===== src/rtl/rag_pkg.sv =====
package rag_pkg;

  localparam int AZ_W          = 12;
  localparam int AZIMUTH_COUNT = 4096;
  localparam int MODE_W        = 8;
  localparam int GAP_W         = 6;
  localparam int CFG_IDX_W     = 1;
  localparam int CFG_DATA_W    = 8;

  localparam logic [7:0]           ID_CH0        = 8'd10;
  localparam logic [7:0]           ID_CH1        = 8'd11;
  localparam logic [GAP_W-1:0]     GAP_RESET     = 6'd20;
  localparam logic [CFG_IDX_W-1:0] REG_SCAN_MODE = 1'd0;
  localparam logic [CFG_IDX_W-1:0] REG_GAP_LIMIT = 1'd1;

  typedef struct packed {
    logic [7:0]      packet_id;
    logic [AZ_W-1:0] azimuth;
  } in_t;

  typedef struct packed {
    logic            channel;
    logic [AZ_W-1:0] line_azimuth;
    logic            jumped;
    logic            last_line;
  } out_t;

  typedef enum logic [1:0] {
    ST_IDLE,
    ST_CALC,
    ST_EMIT
  } state_t;

endpackage


===== src/rtl/radar_azimuth_gap_fill_top.sv =====
// Radar azimuth gap fill.
// Input channel (in_valid / in_stall / in_data) takes one packet header:
// packet id and 12-bit azimuth. Ids 10 and 11 select channel 0 and 1; any
// other id is taken and dropped with no result.
// Output channel (out_valid / out_stall / out_data) gives one request per
// display line: channel, line azimuth, jump flag and last-line flag.
// A short step in the scan direction fills every azimuth passed over; any
// other step gives a single line at the new azimuth with the jump flag set.
// A run is cut after MAX_LINES lines.
// Sequence: the packet is accepted, then the step is compared against the
// gap limit, then one line per cycle while the output is not stalled, from a
// single azimuth counter that steps up or down. in_stall is high
// while a packet is in progress.
// A stall on the output holds the output register and freezes the run.
// Reset (rst_n low, synchronous) clears both stored azimuths to 0, sets
// scan_mode to 0 and gap_limit to 20, and empties the output register.
// cfg_we writes cfg_wdata to register cfg_index (0 scan_mode, 1 gap_limit).
module radar_azimuth_gap_fill_top #(
  parameter int MAX_LINES = 40
) (
  input  logic                                clk,
  input  logic                                rst_n,
  input  logic                                in_valid,
  output logic                                in_stall,
  input  rag_pkg::in_t                        in_data,
  output logic                                out_valid,
  input  logic                                out_stall,
  output rag_pkg::out_t                       out_data,
  input  logic                                cfg_we,
  input  logic [rag_pkg::CFG_IDX_W-1:0]       cfg_index,
  input  logic [rag_pkg::CFG_DATA_W-1:0]      cfg_wdata
);
  import rag_pkg::*;

  localparam int CNT_W = $clog2(MAX_LINES + 1);

  state_t state_r, state_nxt;

  logic [MODE_W-1:0] scan_mode_r;
  logic [GAP_W-1:0]  gap_r;
  logic [AZ_W-1:0]   prev_r [2];

  logic              ch_r;
  logic [AZ_W-1:0]   cur_r;
  logic [AZ_W-1:0]   az_r;
  logic              down_r;
  logic              jump_r;
  logic [CNT_W-1:0]  cnt_r;

  logic              out_valid_r;
  out_t              out_r;

  logic              in_acc;
  logic              id_ok;
  logic              out_free;

  logic [AZ_W-1:0]   last;
  logic [AZ_W:0]     last_g, cur_g;
  logic [AZ_W-1:0]   d_fwd, d_bwd, d_sel;
  logic              cw, fill, fill_cw, fill_ccw;
  logic [AZ_W-1:0]   n_cap;

  assign in_acc   = in_valid && !in_stall;
  assign id_ok    = (in_data.packet_id == ID_CH0) || (in_data.packet_id == ID_CH1);
  assign out_free = !out_valid_r || !out_stall;

  assign last   = prev_r[ch_r];
  assign last_g = {1'b0, last} + (AZ_W+1)'(gap_r);
  assign cur_g  = {1'b0, cur_r} + (AZ_W+1)'(gap_r);
  assign d_fwd  = cur_r - last;
  assign d_bwd  = last - cur_r;

  always_comb begin
    case (scan_mode_r)
      8'd0, 8'd2, 8'd4: cw = 1'b1;
      default:          cw = 1'b0;
    endcase
  end

  always_comb begin
    fill_cw  = ((cur_r > last) && ({1'b0, cur_r} < last_g)) ||
               ((cur_r < last) && ({{(AZ_W+1-GAP_W){1'b0}}, gap_r} > {1'b0, cur_r}) &&
                (last_g > (AZ_W+1)'(AZIMUTH_COUNT)));
    fill_ccw = ((cur_r < last) && (cur_g > {1'b0, last})) ||
               ((cur_r > last) && (cur_g > (AZ_W+1)'(AZIMUTH_COUNT)) &&
                ({1'b0, last} < {{(AZ_W+1-GAP_W){1'b0}}, gap_r}));
    fill     = cw ? fill_cw : fill_ccw;
    d_sel    = cw ? d_fwd : d_bwd;
    n_cap    = (d_sel > AZ_W'(MAX_LINES)) ? AZ_W'(MAX_LINES) : d_sel;
  end

  always_comb begin
    state_nxt = state_r;
    case (state_r)
      ST_IDLE: if (in_acc && id_ok) state_nxt = ST_CALC;
      ST_CALC: state_nxt = ST_EMIT;
      ST_EMIT: if (out_free && (cnt_r == CNT_W'(1))) state_nxt = ST_IDLE;
      default: state_nxt = ST_IDLE;
    endcase
  end

  always_comb begin
    in_stall = (state_r != ST_IDLE);
  end

  always_ff @(posedge clk) begin
    if (!rst_n) begin
      state_r <= ST_IDLE;
    end else begin
      state_r <= state_nxt;
    end
  end

  always_ff @(posedge clk) begin
    if (!rst_n) begin
      scan_mode_r <= '0;
      gap_r       <= GAP_RESET;
    end else if (cfg_we) begin
      case (cfg_index)
        REG_SCAN_MODE: scan_mode_r <= cfg_wdata;
        REG_GAP_LIMIT: gap_r       <= cfg_wdata[GAP_W-1:0];
        default:       ;
      endcase
    end
  end

  always_ff @(posedge clk) begin
    if (!rst_n) begin
      prev_r[0] <= '0;
      prev_r[1] <= '0;
    end else if (state_r == ST_CALC) begin
      prev_r[ch_r] <= cur_r;
    end
  end

  always_ff @(posedge clk) begin
    case (state_r)
      ST_IDLE: begin
        if (in_acc) begin
          ch_r  <= (in_data.packet_id == ID_CH1);
          cur_r <= in_data.azimuth;
        end
      end
      ST_CALC: begin
        az_r   <= fill ? last : cur_r;
        down_r <= !cw;
        jump_r <= !fill;
        cnt_r  <= fill ? n_cap[CNT_W-1:0] : CNT_W'(1);
      end
      ST_EMIT: begin
        if (out_free) begin
          az_r  <= down_r ? az_r - AZ_W'(1) : az_r + AZ_W'(1);
          cnt_r <= cnt_r - CNT_W'(1);
        end
      end
      default: ;
    endcase
  end

  always_ff @(posedge clk) begin
    if (!rst_n) begin
      out_valid_r <= 1'b0;
    end else if (state_r == ST_EMIT && out_free) begin
      out_valid_r <= 1'b1;
    end else if (!out_stall) begin
      out_valid_r <= 1'b0;
    end
  end

  always_ff @(posedge clk) begin
    if (state_r == ST_EMIT && out_free) begin
      out_r.channel      <= ch_r;
      out_r.line_azimuth <= az_r;
      out_r.jumped       <= jump_r;
      out_r.last_line    <= (cnt_r == CNT_W'(1));
    end
  end

  assign out_valid = out_valid_r;
  assign out_data  = out_r;

endmodule


===== config.mk =====
export PLATFORM = sky130hd
export DESIGN_NAME = radar_azimuth_gap_fill_top
export DESIGN_NICKNAME = d
export VERILOG_FILES = /design/src/rtl/rag_pkg.sv /design/src/rtl/radar_azimuth_gap_fill_top.sv
export SDC_FILE = /design/constraint.sdc
export NUM_CORES = 1
export LEC_CHECK = 0
export ABC_AREA = 0
export BUFFER_PORTS_ARGS = -buffer_cell sky130_fd_sc_hd__buf_2
export CORE_MARGIN = 5
export CORE_UTILIZATION = 56
export DETAILED_ROUTE_END_ITERATION = 8
export MAX_ROUTING_LAYER = met4
export PLACE_DENSITY = 0.78
export SLEW_MARGIN = 20
export SYNTH_ARGS = -nofsm -noshare
export SYNTH_HDL_FRONTEND = slang
export SYNTH_SLANG_ARGS = --single-unit
export TNS_END_PERCENT = 10

===== constraint.sdc =====
create_clock -name clk -period 5.3 [get_ports clk]
set_clock_uncertainty 0.15 [all_clocks]
set_input_delay 0.53 -clock clk [delete_from_list [all_inputs] [get_ports clk]]
set_output_delay 0.53 -clock clk [all_outputs]
set_load 0.03 [all_outputs]

# Yosys cells after proc, flatten, opt, wreduce, memory -nomap -nowiden
# Memories as Yosys holds them, arrays and structs flattened. A register that Yosys moved wholly into a read port is not among the register bits.
# Cells that the tools add are included.
# word_totals
latch_bits,0
input_bits,34
output_inout_bits,17
reg_bits,65
ram_bits,24
mem_bits_ro,0
memories,1
# classes
shifts,0
n_eq_ne,11
mul,0
magnitude_cmp,9
n_mux,24
n_bitwise,1
div,0
reduce_logical,30
addsub,7
# mem_list
memory,words,word_bits,rd,rd_ports_with_merged_regs,wr,line_no,rtl
prev_r,2,12,1,1,2,radar_azimuth_gap_fill_top.sv:41,logic [AZ_W-1:0] prev_r [2];
# ops
operator,count
$mux W12,5
$add A12 B6 Y13,2
$gt A13 B13 Y1 const B,2
$pmux W12 S2,1
$sub A12 B12 Y12,2
$mux W6,3
$eq A8 B4 Y1 const B,2
$gt A13 B12 Y1,1
$lt A12 B13 Y1,1
$add A12 B1 Y12 const B,1
$gt A12 B12 Y1,1
$gt A12 B6 Y1 const B,1
$gt A6 B12 Y1,1
$lt A12 B12 Y1,1
$lt A12 B6 Y1,1
$pmux W6 S2,1
$reduce_or A12 Y1,1
$sub A12 B1 Y12 const B,1
$mux W1,11
$logic_and A1 B1 Y1,10
$reduce_and A2 Y1,5
$eq A8 B2 Y1 const B,1
$eq A8 B3 Y1 const B,1
$logic_not A8 Y1,1
other kinds (14),25

# Depth between registers and ports, before layout
# depth
ltp_word,8
mapped_depth,21
ltp_nobuf,20

# Worst setup path after synthesis
# Ideal clock, no wire load.
# synth_path
path_kind,register to register
start,reg with a tool-made name
end,"reg az_r[1], data pin"
t_arrival_ns,4.596
path_stages_with_launch,21
setup_ns,0.271
path_slack_ns,0.282
t_required_ns,4.879
period_less_slack_ns,5.018
path_buffers,2
path_cell_list,dfxtp_1 buf_2 mux2_2 ha_1 nor2b_1 a2111oi_0 nor2_1 nor2_1 nand3_1 xnor2_1 ha_1 or4_1 a21oi_1 o21ai_0 a31oi_1 o311a_1 o32ai_4 nor3_4 buf_6 mux2i_1 mux2i_1
# synth_lines
element,line_no,rtl
"end signal, assigned",radar_azimuth_gap_fill_top.sv:145,az_r <= fill ? last : cur_r;
"end signal, assigned",radar_azimuth_gap_fill_top.sv:152,az_r <= down_r ? az_r - AZ_W'(1) : az_r + AZ_W'(1);
"end, declared",radar_azimuth_gap_fill_top.sv:45,logic [AZ_W-1:0] az_r;

==> run_results.csv <==
group,metric,value,unit
critical_path,ff2ff_path_depth,19,
synth,seq_area_frac_synth,35.3,%
hold_path,min_to,"cur_r[7]",
outcome,status,"complete, no violations",
clock_tree,clockBufferDepth,2,
grt,grt_use_total,26.6,%
grt,gr-total-overflow,0,
floorplanning,die_area,15100,um2
grt,grt_pass1_vias,5741,
sta,drv_slew,0,
hold_path,holdCritStartpoint,"in_data[7]",
clock_tree,cts_tree,"done",
pwr,p_seq_share,39.7,%
grt,grt_max_degree,23,
pwr,intPower,1.39,mW
critical_path,startpoint_type,"flip-flop",
sta,setup-tns-final,0,ps
sta,rsz0062_at_grt,"false",
pwr,pwr_density_cell,254,nW/um2
finish,finish.utilization,63.5,%
synth,synthFlopType,"edfxtp_1",
synth,yosys_warnings,0,
clock_tree,clock-root-buffer,"clkbuf_16",
synth,synth_edf_count,72,
sta,fmax,0.199,GHz
floorplanning,die_h,123,um
sta,worst_slew_pin_slew,921,ps
clock_tree,path_clk_slew,70,ps
routing,dr.first_iter.drc_count,369,
critical_path,reg2reg_to,"az_r[1]",
job,cap_violations,0,
floorplanning,row_count,41,
critical_path,slowest_stage,"or4_1",
synth,synth_cells,722,
finish,layout_common_cells,"ha_1 (82), edfxtp_1 (72), nand2_1 (50), buf_2 (50), inv_1 (48)",
finish,final_common_cell,"ha_1",
placed_design,gp_congestion,0.946,
pwr,clkPwrFrac,34.0,%
synth,synthArstFlopShare,0,%
floorplanning,initial_core_util,56.9,%
critical_path,cp.arrival,4960,ps
critical_path,crit_path_end_kind,"flip-flop",
clock_tree,hold_buffers,0,
sta,hold_viol,0,
routing,finalWirelength,19.1,mm
synth,syn-num-nets,843,
critical_path,worstPathMaxFanout,14,
hold_path,hold_class,"input port to flip-flop",
synth,yosys-top-cells-area,"edfxtp_1 (30%), ha_1 (14%), dfxtp_1 (5.0%)",
routing,viasPerCell,6.05,
routing,wire_per_inst,19.9,um
floorplanning,die_x,123,um
synth,syn_area,7150,um2
placed_design,portBuffers,50,
pwr,switching_share,31.3,%
synth,synth_top_area_share,30.3,%
floorplanning,core,12600,um2
placed_design,placed_cell_area,7660,um2
floorplanning,num_io_pins,51,
critical_path,crit_buf_inv,2,
grt,grt_pass1_wl,29.7,mm
finish,syn2layout_area_growth,11.7,%
routing,vias,5790,
hold_path,hold_depth,1,
critical_path,cpPeakStageDelay,510,ps
pwr,p_leak,3.34,nW
sta,relSlewSlack,37.8,%
clock_tree,cts.sinks,90,
synth,synth_top_area_cell,"edfxtp_1",
synth,postSynthAreaPerCell,9.90,um2
critical_path,reg2reg_slack,270,ps
finish,fin_nets,901,
finish,fillers,1044,
pwr,ir_worst_vdd,0.196,mV
critical_path,cpLargestDelayFamily,"simple AND/OR/NAND/NOR gates",
pwr,power,2.03,mW
clock_tree,cts_made_buffers,9,
pwr,combPwrFrac,26.3,%
pwr,p_switching,0.635,mW
sta,finalCriticalPeriod,5030,ps
grt,grt_antenna_before_repair,0,
synth,synth_seq_cells,90,
routing,drc,0,
finish,antenna_cells,0,
clock_tree,post_cts_buffers,0,
critical_path,crit_chain,"buf_4 -> mux2_2 -> ha_1 -> nor2b_1 -> or3_1 -> o21bai_1 -> nor2_1 -> xnor2_1 -> ha_1 -> or4_1 -> a21oi_1 -> o21ai_0 -> a31oi_1 -> o311a_1 -> o32ai_4 -> nor3_4 -> buf_12 -> mux2i_1 -> mux2i_1",
clock_tree,htree_levels,3,
placed_design,dpl.hpwl,15.3,mm
sta,setup-violations-final,0,
finish,stdcell_area,7980,um2
sta,period_share,94.9,%
finish,drive_gt1_share,14.6,%
critical_path,worstPathRequired,5230,ps
clock_tree,post_cts_resize_count,0,
routing,drtAntennaViolNets,0,
clock_tree,clock_latency,360,ps
routing,drtPass1Iterations,5,
placed_design,preCtsSetupSlack,314,ps
synth,ys_types,78,
sta,fin_ws,268,ps
critical_path,critPathKind,"flip-flop to flip-flop",
==> power groups by stage <==
stage	combinational (mW)	clock (mW)	sequential (mW)
floorplan	0.388	0	0.814
detailed placement	0.526	0	0.822
global route	0.580	0.720	0.808
finish	0.534	0.690	0.806
global placement	0.515	0	0.821
CTS	0.528	0.689	0.805
==> worst max-delay path by stage <==
stage                         start  endpoint  depth (start not counted)
after floorplan           flip-flop   az_r[1]                         20
after global placement    flip-flop   az_r[1]                         20
after detailed placement  flip-flop   az_r[1]                         19
after CTS                 flip-flop   az_r[1]                         19
after global routing      flip-flop   az_r[1]                         20
final                     flip-flop   az_r[1]                         19
==> synthesized netlist by cell type, types with 14 or more instances <==
library cell / instances
edfxtp_1: 72
nor2_1: 30
a21oi_1: 30
xnor2_1: 22
mux2i_1: 22
nand2_1: 50
ha_1: 82
clkbuf_1: 16
and2_1: 18
nand3_1: 21
dfxtp_1: 18
o21ai_0: 22
nand2b_1: 18
a21boi_0: 14
nor3_1: 26
inv_1: 48
==> state kept, by name (all words and copies together), names as in the netlist, 2 cells and up, named ones only <==
signal / cells
gap_r: 6
state_r: 2
scan_mode_r: 8
cur_r: 12
cnt_r: 6
az_r: 12
out_data: 15
prev_r: 24
==> through the flow <==
| step | hold slack [ps] | instances |
|---|---|---|
| 6_report | 194 | 957 |
| 5_1_grt | 191 | 957 |
| 4_1_cts | 193 | 957 |
| 3_5_place_dp | 265 | 941 |
| 3_3_place_gp | 269 | 941 |
| 2_1_floorplan | 250 | 722 |
==> layer usage <==
metal  GRT usage [%]  wire [um]  vias up
met1            34.1       8500     2742
met2            43.5       9080      207
li1                -          -     2798
met3            3.29       1000       43
met5               -          0        -
met4            9.73        503        0
==> cell type report <==
class                   count  area, um2  share of cell area [%]
inverters                  50        190                    2.38
repair buffers             69        405                    5.08
clock inverters             5       46.3                   0.580
flip-flops and latches     90       2520                    31.6
multi-input cells         560       4320                    54.2
clock buffers              11        275                    3.45
well taps                 172        215                    2.70
==> logic make-up after synthesis <==
family	synth area share [%]
AOI/OAI and AO/OA	17.3
xor gates and xnor gates	4.40
adders and majority gates	15.8
buffers and inverters	4.18
DFF	35.3
muxes	4.66
and+or+nand+nor	18.4
Power figures use the tool's default switching activity.
